==> config.mk <==
export PLATFORM = sky130hd
export DESIGN_NAME = touch_adc_controller
export DESIGN_NICKNAME = d
export VERILOG_FILES = /design/src/hw/rtl/tac_pkg.sv /design/src/hw/rtl/touch_adc_controller.sv /design/src/hw/rtl/tac_read_pipe.sv
export SDC_FILE = /design/constraint.sdc
export NUM_CORES = 2
export LEC_CHECK = 0
export ABC_AREA = 0
export BUFFER_PORTS_ARGS = -buffer_cell sky130_fd_sc_hd__buf_2
export CORE_MARGIN = 4
export CORE_UTILIZATION = 57
export DETAILED_ROUTE_END_ITERATION = 7
export HOLD_SLACK_MARGIN = 0.06
export PLACE_DENSITY_LB_ADDON = 0.3
export SYNTH_ARGS = -nofsm -noshare
export SYNTH_HDL_FRONTEND = slang
export SYNTH_HIERARCHICAL = 1
export SYNTH_SLANG_ARGS = --single-unit
==> constraint.sdc <==
create_clock -name aclk -period 11.5 [get_ports aclk]
set_input_delay 0 -clock aclk [delete_from_list [all_inputs] [get_ports aclk]]
set_output_delay 0 -clock aclk [all_outputs]
set_load 0.01 [all_outputs]
==> src/hw/rtl/tac_pkg.sv <==
// Shared types, register map and constants of the touchscreen ADC controller.
package tac_pkg;

    localparam int unsigned DEF_POINTER_BITS = 15;

    localparam int unsigned WORD_W   = 32;
    localparam int unsigned COUNT_W  = 24;
    localparam int unsigned SCALE_W  = 12;
    localparam int unsigned CFG_IDX_W = 3;

    localparam logic [COUNT_W-1:0] TICKS_PER_MS = 24'd66000;

    typedef enum logic [1:0] {
        OP_READ    = 2'd0,
        OP_WRITE   = 2'd1,
        OP_POINTER = 2'd2,
        OP_TICK    = 2'd3
    } op_t;

    // register map
    localparam logic [5:0] OFF_ADC_CON  = 6'h00;
    localparam logic [5:0] OFF_TSC_CON  = 6'h04;
    localparam logic [5:0] OFF_DELAY    = 6'h08;
    localparam logic [5:0] OFF_DATX     = 6'h0C;
    localparam logic [5:0] OFF_DATY     = 6'h10;
    localparam logic [5:0] OFF_PEN_STAT = 6'h14;
    localparam logic [5:0] OFF_ADC_CLR  = 6'h18;
    localparam logic [5:0] OFF_MUX      = 6'h1C;
    localparam logic [5:0] OFF_PEN_CLR  = 6'h20;

    // configuration register indexes
    localparam logic [CFG_IDX_W-1:0] CFG_NEW_LAYOUT = 3'd0;
    localparam logic [CFG_IDX_W-1:0] CFG_RES_BITS   = 3'd1;
    localparam logic [CFG_IDX_W-1:0] CFG_MIN_X      = 3'd2;
    localparam logic [CFG_IDX_W-1:0] CFG_MAX_X      = 3'd3;
    localparam logic [CFG_IDX_W-1:0] CFG_MIN_Y      = 3'd4;
    localparam logic [CFG_IDX_W-1:0] CFG_MAX_Y      = 3'd5;

    localparam logic [3:0]         RES_BITS_RESET = 4'd12;
    localparam logic [3:0]         RES_BITS_MAX   = 4'd12;
    localparam logic [SCALE_W-1:0] MAX_X_RESET    = 12'd480;
    localparam logic [SCALE_W-1:0] MAX_Y_RESET    = 12'd800;

    localparam logic [WORD_W-1:0] ADC_CON_RESET = 32'h0000_3FC4;
    localparam logic [WORD_W-1:0] TSC_CON_RESET = 32'h0000_0058;
    localparam logic [WORD_W-1:0] DELAY_RESET   = 32'h0000_00FF;

    // adc_control bits
    localparam int unsigned AC_ENABLE     = 0;
    localparam int unsigned AC_READ_START = 1;
    localparam int unsigned AC_STANDBY    = 2;
    localparam int unsigned AC_PRESC_LO   = 6;
    localparam int unsigned AC_PRESC_HI   = 13;
    localparam int unsigned AC_PRESC_EN   = 14;
    localparam int unsigned AC_DONE       = 15;

    // touch_control bits
    localparam int unsigned TC_AUTO    = 2;
    localparam int unsigned TC_UP_SENSE = 8;
    localparam logic [1:0]  WAIT_MODE  = 2'd3;

    // pen_status bits
    localparam int unsigned PS_DOWN = 0;
    localparam int unsigned PS_UP   = 1;

    // control group handed from the register block to the read pipeline
    typedef struct packed {
        logic               is_data;
        logic               invert;
        logic [SCALE_W-1:0] full;
        logic [3:0]         upper;
        logic [WORD_W-1:0]  rdata;
        logic               adc_irq;
        logic               pen_irq;
        logic               bad;
    } rd_ctrl_t;

endpackage

==> src/hw/rtl/touch_adc_controller.sv <==
// Top level of the touchscreen ADC controller: register block, pen and conversion logic.
// One request is accepted per cycle while no result waits on m_ready; its result passes
// operand, product and quotient-estimate stages, then correction into the output register.
// The pipeline stalls as a whole only while a result waits on m_ready.
// Synchronous active-low reset loads all register defaults and empties the pipeline.
module touch_adc_controller
    import tac_pkg::*;
#(
    parameter int unsigned POINTER_BITS = DEF_POINTER_BITS
) (
    input  logic                    aclk,
    input  logic                    aresetn,
    input  logic                    cfg_wr_en,
    input  logic [CFG_IDX_W-1:0]    cfg_index,
    input  logic [SCALE_W-1:0]      cfg_wr_data,
    input  logic                    s_valid,
    output logic                    s_ready,
    input  logic [1:0]              s_operation,
    input  logic [5:0]              s_offset,
    input  logic [WORD_W-1:0]       s_write_data,
    input  logic [POINTER_BITS-1:0] s_pointer_x,
    input  logic [POINTER_BITS-1:0] s_pointer_y,
    input  logic                    s_pen_pressed,
    output logic                    m_valid,
    input  logic                    m_ready,
    output logic [WORD_W-1:0]       m_read_data,
    output logic                    m_adc_irq,
    output logic                    m_pen_irq,
    output logic                    m_bad_offset
);

    // configuration
    logic               new_layout_reg;
    logic [3:0]         res_bits_reg;
    logic [SCALE_W-1:0] min_x_reg, max_x_reg, min_y_reg, max_y_reg;

    // register block state
    logic [WORD_W-1:0]       adc_con_reg, adc_con_next;
    logic [WORD_W-1:0]       tsc_con_reg, tsc_con_next;
    logic [WORD_W-1:0]       delay_reg, delay_next;
    logic [WORD_W-1:0]       pen_stat_reg, pen_stat_next;
    logic [WORD_W-1:0]       mux_reg, mux_next;
    logic [POINTER_BITS-1:0] held_x_reg, held_x_next;
    logic [POINTER_BITS-1:0] held_y_reg, held_y_next;
    logic                    pen_now_reg, pen_now_next;
    logic                    pen_rep_reg, pen_rep_next;
    logic                    adc_irq_reg, adc_irq_next;
    logic                    pen_irq_reg, pen_irq_next;
    logic [COUNT_W-1:0]      conv_len_reg, conv_len_next;
    logic [COUNT_W-1:0]      countdown_reg, countdown_next;
    logic                    cd_active_reg, cd_active_next;

    logic               adv;
    logic               accept;
    op_t                op;
    logic               start_req;
    logic [COUNT_W-1:0] start_len;
    logic               complete_req;
    logic               len_upd;
    logic [8:0]         prescale;
    logic [24:0]        len_prod;
    logic               is_data;
    logic               read_y;
    logic               bad;
    logic [WORD_W-1:0]  rdata;
    logic               sel_x;
    logic [3:0]         res_eff;
    logic [SCALE_W:0]   full_ext;
    rd_ctrl_t           ctrl;
    logic [POINTER_BITS-1:0] pos;
    logic [SCALE_W-1:0] lo, hi;

    assign adv     = !m_valid || m_ready;
    assign s_ready = adv;
    assign accept  = s_valid && adv;
    assign op      = op_t'(s_operation);

    always_ff @(posedge aclk) begin
        if (!aresetn) begin
            new_layout_reg <= 1'b0;
            res_bits_reg   <= RES_BITS_RESET;
            min_x_reg      <= '0;
            max_x_reg      <= MAX_X_RESET;
            min_y_reg      <= '0;
            max_y_reg      <= MAX_Y_RESET;
        end else if (cfg_wr_en) begin
            unique case (cfg_index)
                CFG_NEW_LAYOUT: new_layout_reg <= cfg_wr_data[0];
                CFG_RES_BITS:   res_bits_reg   <= cfg_wr_data[3:0];
                CFG_MIN_X:      min_x_reg      <= cfg_wr_data;
                CFG_MAX_X:      max_x_reg      <= cfg_wr_data;
                CFG_MIN_Y:      min_y_reg      <= cfg_wr_data;
                CFG_MAX_Y:      max_y_reg      <= cfg_wr_data;
                default: ;
            endcase
        end
    end

    always_comb begin
        adc_con_next   = adc_con_reg;
        tsc_con_next   = tsc_con_reg;
        delay_next     = delay_reg;
        pen_stat_next  = pen_stat_reg;
        mux_next       = mux_reg;
        held_x_next    = held_x_reg;
        held_y_next    = held_y_reg;
        pen_now_next   = pen_now_reg;
        pen_rep_next   = pen_rep_reg;
        adc_irq_next   = adc_irq_reg;
        pen_irq_next   = pen_irq_reg;
        countdown_next = countdown_reg;
        cd_active_next = cd_active_reg;
        start_req      = 1'b0;
        start_len      = conv_len_reg;
        complete_req   = 1'b0;
        len_upd        = 1'b0;
        is_data        = 1'b0;
        read_y         = 1'b0;
        bad            = 1'b0;
        rdata          = '0;

        unique case (op)
            OP_READ: begin
                unique case (s_offset)
                    OFF_ADC_CON:  rdata = adc_con_reg;
                    OFF_TSC_CON:  rdata = tsc_con_reg;
                    OFF_DELAY:    rdata = delay_reg;
                    OFF_DATX, OFF_DATY: begin
                        is_data   = 1'b1;
                        read_y    = (s_offset == OFF_DATY);
                        start_req = adc_con_reg[AC_READ_START];
                    end
                    OFF_PEN_STAT: rdata = pen_stat_reg;
                    OFF_ADC_CLR:  rdata = '0;
                    OFF_MUX:      rdata = mux_reg;
                    OFF_PEN_CLR:  rdata = '0;
                    default:      bad = 1'b1;
                endcase
            end
            OP_WRITE: begin
                unique case (s_offset)
                    OFF_ADC_CON: begin
                        // done flag is read-only
                        adc_con_next          = s_write_data;
                        adc_con_next[AC_DONE] = adc_con_reg[AC_DONE];
                        start_req = !s_write_data[AC_READ_START] && s_write_data[AC_ENABLE];
                        adc_con_next[AC_ENABLE] = 1'b0;
                        len_upd = 1'b1;
                    end
                    OFF_TSC_CON: begin
                        tsc_con_next = s_write_data;
                        if (pen_rep_reg != pen_now_reg && s_write_data[1:0] == WAIT_MODE) begin
                            start_req = 1'b1;
                            start_len = TICKS_PER_MS;
                        end
                    end
                    OFF_DELAY: begin
                        delay_next = s_write_data;
                        len_upd    = 1'b1;
                    end
                    OFF_PEN_STAT: pen_stat_next = s_write_data;
                    OFF_ADC_CLR:  adc_irq_next  = 1'b0;
                    OFF_MUX:      mux_next      = s_write_data;
                    OFF_PEN_CLR:  pen_irq_next  = 1'b0;
                    default:      bad = 1'b1;
                endcase
            end
            OP_POINTER: begin
                if (s_pen_pressed) begin
                    held_x_next = s_pointer_x;
                    held_y_next = s_pointer_y;
                end
                if (pen_now_reg != s_pen_pressed) begin
                    pen_now_next = s_pen_pressed;
                    complete_req = (tsc_con_reg[1:0] == WAIT_MODE) && !adc_con_reg[AC_STANDBY];
                end
            end
            OP_TICK: begin
                if (cd_active_reg) begin
                    if (countdown_reg <= COUNT_W'(1)) begin
                        countdown_next = '0;
                        cd_active_next = 1'b0;
                        complete_req   = 1'b1;
                    end else begin
                        countdown_next = countdown_reg - 1'b1;
                    end
                end
            end
            default: ;
        endcase

        // conversion start is ignored in standby; reload cancels any pending countdown
        if (start_req && !adc_con_next[AC_STANDBY]) begin
            adc_con_next[AC_DONE] = 1'b0;
            countdown_next        = start_len;
            cd_active_next        = 1'b1;
        end

        if (complete_req) begin
            adc_con_next[AC_DONE] = 1'b1;
            if (tsc_con_next[1:0] != WAIT_MODE) begin
                adc_irq_next = 1'b1;
            end else begin
                if (pen_rep_reg != pen_now_next && pen_now_next != tsc_con_next[TC_UP_SENSE]) begin
                    pen_irq_next = 1'b1;
                    if (pen_now_next)
                        pen_stat_next[PS_DOWN] = 1'b1;
                    else
                        pen_stat_next[PS_UP] = 1'b1;
                end
                pen_rep_next = pen_now_next;
            end
        end
    end

    // conversion length from the values after this write
    always_comb begin
        prescale = adc_con_next[AC_PRESC_EN]
                 ? ({1'b0, adc_con_next[AC_PRESC_HI:AC_PRESC_LO]} + 9'd1) : 9'd1;
        len_prod      = 25'(delay_next[15:0]) * 25'(prescale);
        conv_len_next = len_upd ? len_prod[COUNT_W-1:0] : conv_len_reg;
    end

    always_ff @(posedge aclk) begin
        if (!aresetn) begin
            adc_con_reg   <= ADC_CON_RESET;
            tsc_con_reg   <= TSC_CON_RESET;
            delay_reg     <= DELAY_RESET;
            pen_stat_reg  <= '0;
            mux_reg       <= '0;
            held_x_reg    <= '0;
            held_y_reg    <= '0;
            pen_now_reg   <= 1'b0;
            pen_rep_reg   <= 1'b0;
            adc_irq_reg   <= 1'b0;
            pen_irq_reg   <= 1'b0;
            conv_len_reg  <= '0;
            countdown_reg <= '0;
            cd_active_reg <= 1'b0;
        end else if (accept) begin
            adc_con_reg   <= adc_con_next;
            tsc_con_reg   <= tsc_con_next;
            delay_reg     <= delay_next;
            pen_stat_reg  <= pen_stat_next;
            mux_reg       <= mux_next;
            held_x_reg    <= held_x_next;
            held_y_reg    <= held_y_next;
            pen_now_reg   <= pen_now_next;
            pen_rep_reg   <= pen_rep_next;
            adc_irq_reg   <= adc_irq_next;
            pen_irq_reg   <= pen_irq_next;
            conv_len_reg  <= conv_len_next;
            countdown_reg <= countdown_next;
            cd_active_reg <= cd_active_next;
        end
    end

    // data read operands: new layout swaps axes and inverts against full scale
    always_comb begin
        sel_x    = new_layout_reg ? read_y : !read_y;
        pos      = sel_x ? held_x_reg : held_y_reg;
        lo       = sel_x ? min_x_reg : min_y_reg;
        hi       = sel_x ? max_x_reg : max_y_reg;
        res_eff  = (res_bits_reg > RES_BITS_MAX) ? RES_BITS_MAX : res_bits_reg;
        full_ext = ((SCALE_W+1)'(1) << res_eff) - (SCALE_W+1)'(1);

        ctrl.is_data = is_data;
        ctrl.invert  = new_layout_reg;
        ctrl.full    = full_ext[SCALE_W-1:0];
        ctrl.upper   = {!pen_rep_reg, tsc_con_reg[TC_AUTO], tsc_con_reg[1:0]};
        ctrl.rdata   = rdata;
        ctrl.adc_irq = adc_irq_next;
        ctrl.pen_irq = pen_irq_next;
        ctrl.bad     = bad;
    end

    tac_read_pipe #(
        .POINTER_BITS (POINTER_BITS)
    ) u_read_pipe (
        .aclk           (aclk),
        .aresetn        (aresetn),
        .adv            (adv),
        .load           (accept),
        .in_ctrl        (ctrl),
        .in_pos         (pos),
        .in_lo          (lo),
        .in_hi          (hi),
        .out_valid      (m_valid),
        .out_read_data  (m_read_data),
        .out_adc_irq    (m_adc_irq),
        .out_pen_irq    (m_pen_irq),
        .out_bad_offset (m_bad_offset)
    );

endmodule

==> src/hw/rtl/tac_read_pipe.sv <==
// Result pipeline: scales the held position for data reads and registers the result.
module tac_read_pipe
    import tac_pkg::*;
#(
    parameter int unsigned POINTER_BITS = DEF_POINTER_BITS
) (
    input  logic                    aclk,
    input  logic                    aresetn,
    input  logic                    adv,
    input  logic                    load,
    input  rd_ctrl_t                in_ctrl,
    input  logic [POINTER_BITS-1:0] in_pos,
    input  logic [SCALE_W-1:0]      in_lo,
    input  logic [SCALE_W-1:0]      in_hi,
    output logic                    out_valid,
    output logic [WORD_W-1:0]       out_read_data,
    output logic                    out_adc_irq,
    output logic                    out_pen_irq,
    output logic                    out_bad_offset
);

    localparam int unsigned PB  = POINTER_BITS;
    localparam int unsigned NW  = PB + SCALE_W;     // product width
    localparam int unsigned QW  = NW + 1 - PB;      // estimate width
    localparam int unsigned PW1 = PB + 1;
    localparam logic [PB:0] FULL_W = PW1'((1 << PB) - 1);

    // stage 1: operands
    logic                    v1_reg;
    rd_ctrl_t                c1_reg;
    logic [PB-1:0]           pos1_reg;
    logic [SCALE_W-1:0]      absd1_reg;
    logic                    neg1_reg;
    logic [SCALE_W-1:0]      lo1_reg;
    // stage 2: product
    logic                    v2_reg;
    rd_ctrl_t                c2_reg;
    logic [NW-1:0]           n2_reg;
    logic                    neg2_reg;
    logic [SCALE_W-1:0]      lo2_reg;
    // stage 3: quotient estimate
    logic                    v3_reg;
    rd_ctrl_t                c3_reg;
    logic [NW-1:0]           n3_reg;
    logic [QW-1:0]           q3_reg;
    logic                    neg3_reg;
    logic [SCALE_W-1:0]      lo3_reg;
    // output register
    logic                    vo_reg;
    logic [WORD_W-1:0]       rd_reg;
    logic                    adc_irq_reg;
    logic                    pen_irq_reg;
    logic                    bad_reg;

    logic [SCALE_W:0]   diff;
    logic [SCALE_W:0]   diff_mag;
    logic [NW:0]        est_sum;
    logic [NW:0]        rem;
    logic [QW-1:0]      q_fix;
    logic [SCALE_W-1:0] val;
    logic [SCALE_W-1:0] word_val;
    logic [WORD_W-1:0]  rd_next;

    always_comb begin
        diff     = {1'b0, in_hi} - {1'b0, in_lo};
        diff_mag = diff[SCALE_W] ? (~diff + 1'b1) : diff;
    end

    // floor(n / (2^PB - 1)) via series; estimate is low by at most one
    always_comb begin
        est_sum = {1'b0, n2_reg} + (NW+1)'(n2_reg >> PB) + (NW+1)'(n2_reg >> (2 * PB))
                + (NW+1)'(n2_reg >> (3 * PB));
    end

    always_comb begin
        rem      = {1'b0, n3_reg} - {q3_reg, {PB{1'b0}}} + (NW+1)'(q3_reg);
        q_fix    = q3_reg + QW'(rem[PB:0] >= FULL_W);
        val      = neg3_reg ? (lo3_reg - q_fix[SCALE_W-1:0]) : (lo3_reg + q_fix[SCALE_W-1:0]);
        word_val = c3_reg.invert ? (c3_reg.full - val) : val;
        rd_next  = c3_reg.is_data ? {16'd0, c3_reg.upper, word_val} : c3_reg.rdata;
    end

    always_ff @(posedge aclk) begin
        if (!aresetn) begin
            v1_reg <= 1'b0;
            v2_reg <= 1'b0;
            v3_reg <= 1'b0;
            vo_reg <= 1'b0;
        end else if (adv) begin
            v1_reg <= load;
            v2_reg <= v1_reg;
            v3_reg <= v2_reg;
            vo_reg <= v3_reg;
        end
    end

    always_ff @(posedge aclk) begin
        if (adv) begin
            c1_reg    <= in_ctrl;
            pos1_reg  <= in_pos;
            absd1_reg <= diff_mag[SCALE_W-1:0];
            neg1_reg  <= diff[SCALE_W];
            lo1_reg   <= in_lo;

            c2_reg    <= c1_reg;
            n2_reg    <= NW'(pos1_reg) * NW'(absd1_reg);
            neg2_reg  <= neg1_reg;
            lo2_reg   <= lo1_reg;

            c3_reg    <= c2_reg;
            n3_reg    <= n2_reg;
            q3_reg    <= est_sum[NW:PB];
            neg3_reg  <= neg2_reg;
            lo3_reg   <= lo2_reg;

            rd_reg      <= rd_next;
            adc_irq_reg <= c3_reg.adc_irq;
            pen_irq_reg <= c3_reg.pen_irq;
            bad_reg     <= c3_reg.bad;
        end
    end

    assign out_valid      = vo_reg;
    assign out_read_data  = rd_reg;
    assign out_adc_irq    = adc_irq_reg;
    assign out_pen_irq    = pen_irq_reg;
    assign out_bad_offset = bad_reg;

endmodule

==> metrics.txt <==
setup repair after global routing missed its margin=no; DRT Pass-1 Iters=5; clk_lat worst skew=between 0.6 and 0.7 ns; Clock Sinks=a little over 600; Pins Over Slew Limit=0; # port buffers=~130; initial antenna violation count=9; slowest stage delay, CP=between 0.8 and 0.9 ns; hpwl dp=just over 60 mm; synthesized area per cell=between 9 and 10 um2; Critical Path RT=around 12 ns; WL final=a little over 90 mm; post-synthesis cell count=slightly below 4000; skew final=between 0.04 and 0.05 ns; Yosys cell types=~90; worst hold slack=just under 0.2 ns; Root Driver=clkbuf_16; Reg-to-Reg End=u_read_pipe/out_read_data[11]$_DFFE_PP_; Overflow after GRT=0; top-count cell post-synth=nand2_1; fillcell total=5224; Yosys top cell by area=edfxtp_1; worst-case reg-to-reg path depth=32; worst setup path start=s_offset[4]; Die W=roughly 270 um; # H-tree levels=3; Synth Warn #=6; slowest CP cell=nor2_1; top-level port count=between 100 and 150; FMAX=0.1360 GHz; routed vias/inst=between 5 and 6; Tmin final=~7.4 ns; Max Cap Violations=0; FFs w/ async S/R, synth=0%; synthesis-to-layout area growth=11.71%; drt wl/cell=18.44 um; CTS tree=built; # rows=94; DRT iter0 DRCs=2333; Mapped Nets=between 4000 and 5000; status=completed; clock buffer count from CTS=67; Slew HR=around a quarter; critical path endpoint=conv_len_reg[23]$_SDFFE_PN0P_; crit path max fanout=37; Final nets=between 4000 and 5000; CP Class=in2reg; Bufs on Longest Clock Path=3; Final Hold Viols=0; core area=approximately 66000 um2; Final period util=63.92%; first-pass GRT wire length=about 150 mm; DRC viols=0; arrival time worst endpoint=7.87 ns; Worst Tran Pin Value=1.112 ns; most instantiated cells after synthesis=nand2_1, inv_1, edfxtp_1; post-synthesis sequential area ratio=about two fifths; maximum VDD drop=~0.22 mV; gr usage total=about a quarter; Initial Util=around 58%; Main synth FF type=edfxtp_1; worst hold path type=in2reg; die area=about 70000 um2; startpoint types=input port; via count=28170; Reg2Reg Setup Slack=4.23 ns; Setup-failing EPs final=0; vias in the first global route=~27000; RePlAce Congestion=around 0.91; final setup TNS=0 ns; share of cells above drive strength 1=a little under a tenth; number of synthesized flops with an enable pin=between 300 and 400; Pwr Density=156.3 nW/um2; leakage=approximately 0.018 uW; die height=about 270 um; synthesized cell area=about 38000 um2; Synth Register Bits=roughly 600; largest net degree at the start of global routing=180; Reg-to-Reg Start=u_read_pipe/q3_reg[2]$_DFFE_PP_; endpoint class of the critical path=register; share of the synthesized area in the top cell type=24.98%; Hold Path Stages=4; clock-pin slew on the worst setup and hold paths=~0.070 ns; top cells by area, synth=edfxtp_1, dfxtp_1, fa_1; Antenna Nets Post-Route=0
per-layer routing:
metal  up-vias  part of all wire, %  wire (um)  GRT usage (%)
li1      13290                    -          -              -
met1     13740                   43      39330          35.01
met2       953                   47      43220          41.62
met3       185                  6.7       6106          4.562
met4         0                  3.1       2814          8.408
met5         -                    0          0              0
logic make-up (layout without fill, tap and decap cells):
group / Yosys count / after routing / share of synthesized area (%)
fa+ha+maj: 417 / 417 / 18.30
xor+xnor: 141 / 141 / 3.271
buf+inv: 552 / 733 / 5.551
flops: 615 / 615 / 40.74
simple gates: 1396 / 1396 / 16.42
compound gates: 624 / 624 / 11.25
mux: 161 / 161 / 4.470
other cells: 0 / 10 / 0
critical path, delay by kind of cell:
| family | cells | cell delay [ns] |
|---|---|---|
| fa+ha+maj | 6 | 2.60 |
| simple gates | 6 | 2.26 |
| buf+inv | 7 | 1.49 |
| compound gates | 4 | 0.77 |
| mux | 1 | 0.41 |
| xor+xnor | 2 | 0.31 |
worst min path at each step:
stage / from / end / slack (ns)
finish: s_pointer_y[7] / held_y_reg[7]$_SDFFE_PN0P_ / 0.19
global route: s_pointer_x[2] / held_x_reg[2]$_SDFFE_PN0P_ / 0.20
CTS: s_pointer_y[1] / held_y_reg[1]$_SDFFE_PN0P_ / 0.17
detailed placement: s_pointer_y[7] / held_y_reg[7]$_SDFFE_PN0P_ / 0.26
global placement: s_pointer_y[7] / held_y_reg[7]$_SDFFE_PN0P_ / 0.26
floorplan: cfg_wr_data[5] / max_x_reg[5]$_SDFFE_PN1P_ / 0.12
placed cells by master, fill, tap and decap left out, types with 36 or more instances in the layout:
cell type,n
dfxtp_1,299
nand3_1,68
nand2_1,742
ha_1,186
o21ai_0,100
xnor2_1,89
nor3_1,36
xor2_1,50
fa_1,231
inv_1,353
mux2i_1,98
and2_1,80
dlygate4sd3_1,97
mux2_2,60
a21oi_1,114
a21boi_0,189
nor2_1,250
clkbuf_16,68
edfxtp_1,316
buf_2,125
nor2b_1,57
cell type report:
class                      count  area [um2]  share of cell area [%]
antenna                       10       25.02                 0.05897
clock buffer                  91        1829                   4.311
clock inverter                33       399.1                  0.9406
inverter                     357        1340                   3.158
multi-input combinational   2739       20440                   48.18
sequential                   615       15470                   36.47
tap                          864        1081                   2.548
timing repair buffer         252        1838                   4.332
repair_timing:
action                    CTS  global route
buffers inserted            0             0
gates resized for setup     0             0
hold buffers               97             0
hold endpoints to repair  292             0
where the power goes:
part	total, uW	internal [uW]	switching [uW]
logic	1910	811	1100
clock network	2180	1270	912
registers	2540	2400	136
per-stage QoR:
step	area [um2]	util, %	worst slack, ns	power (uW)	instances
3_5_place_dp	39210	59.53	4.138	4445	4730
4_1_cts	42410	64.39	4.238	6657	4951
2_1_floorplan	37980	-	0.4202	3996	3906
5_1_grt	42420	64.41	3.538	7020	4957
3_3_place_gp	39210	59.53	4.325	4422	4730
6_report	42430	64.42	4.150	6633	4961
(Power assumes the default switching activity.)
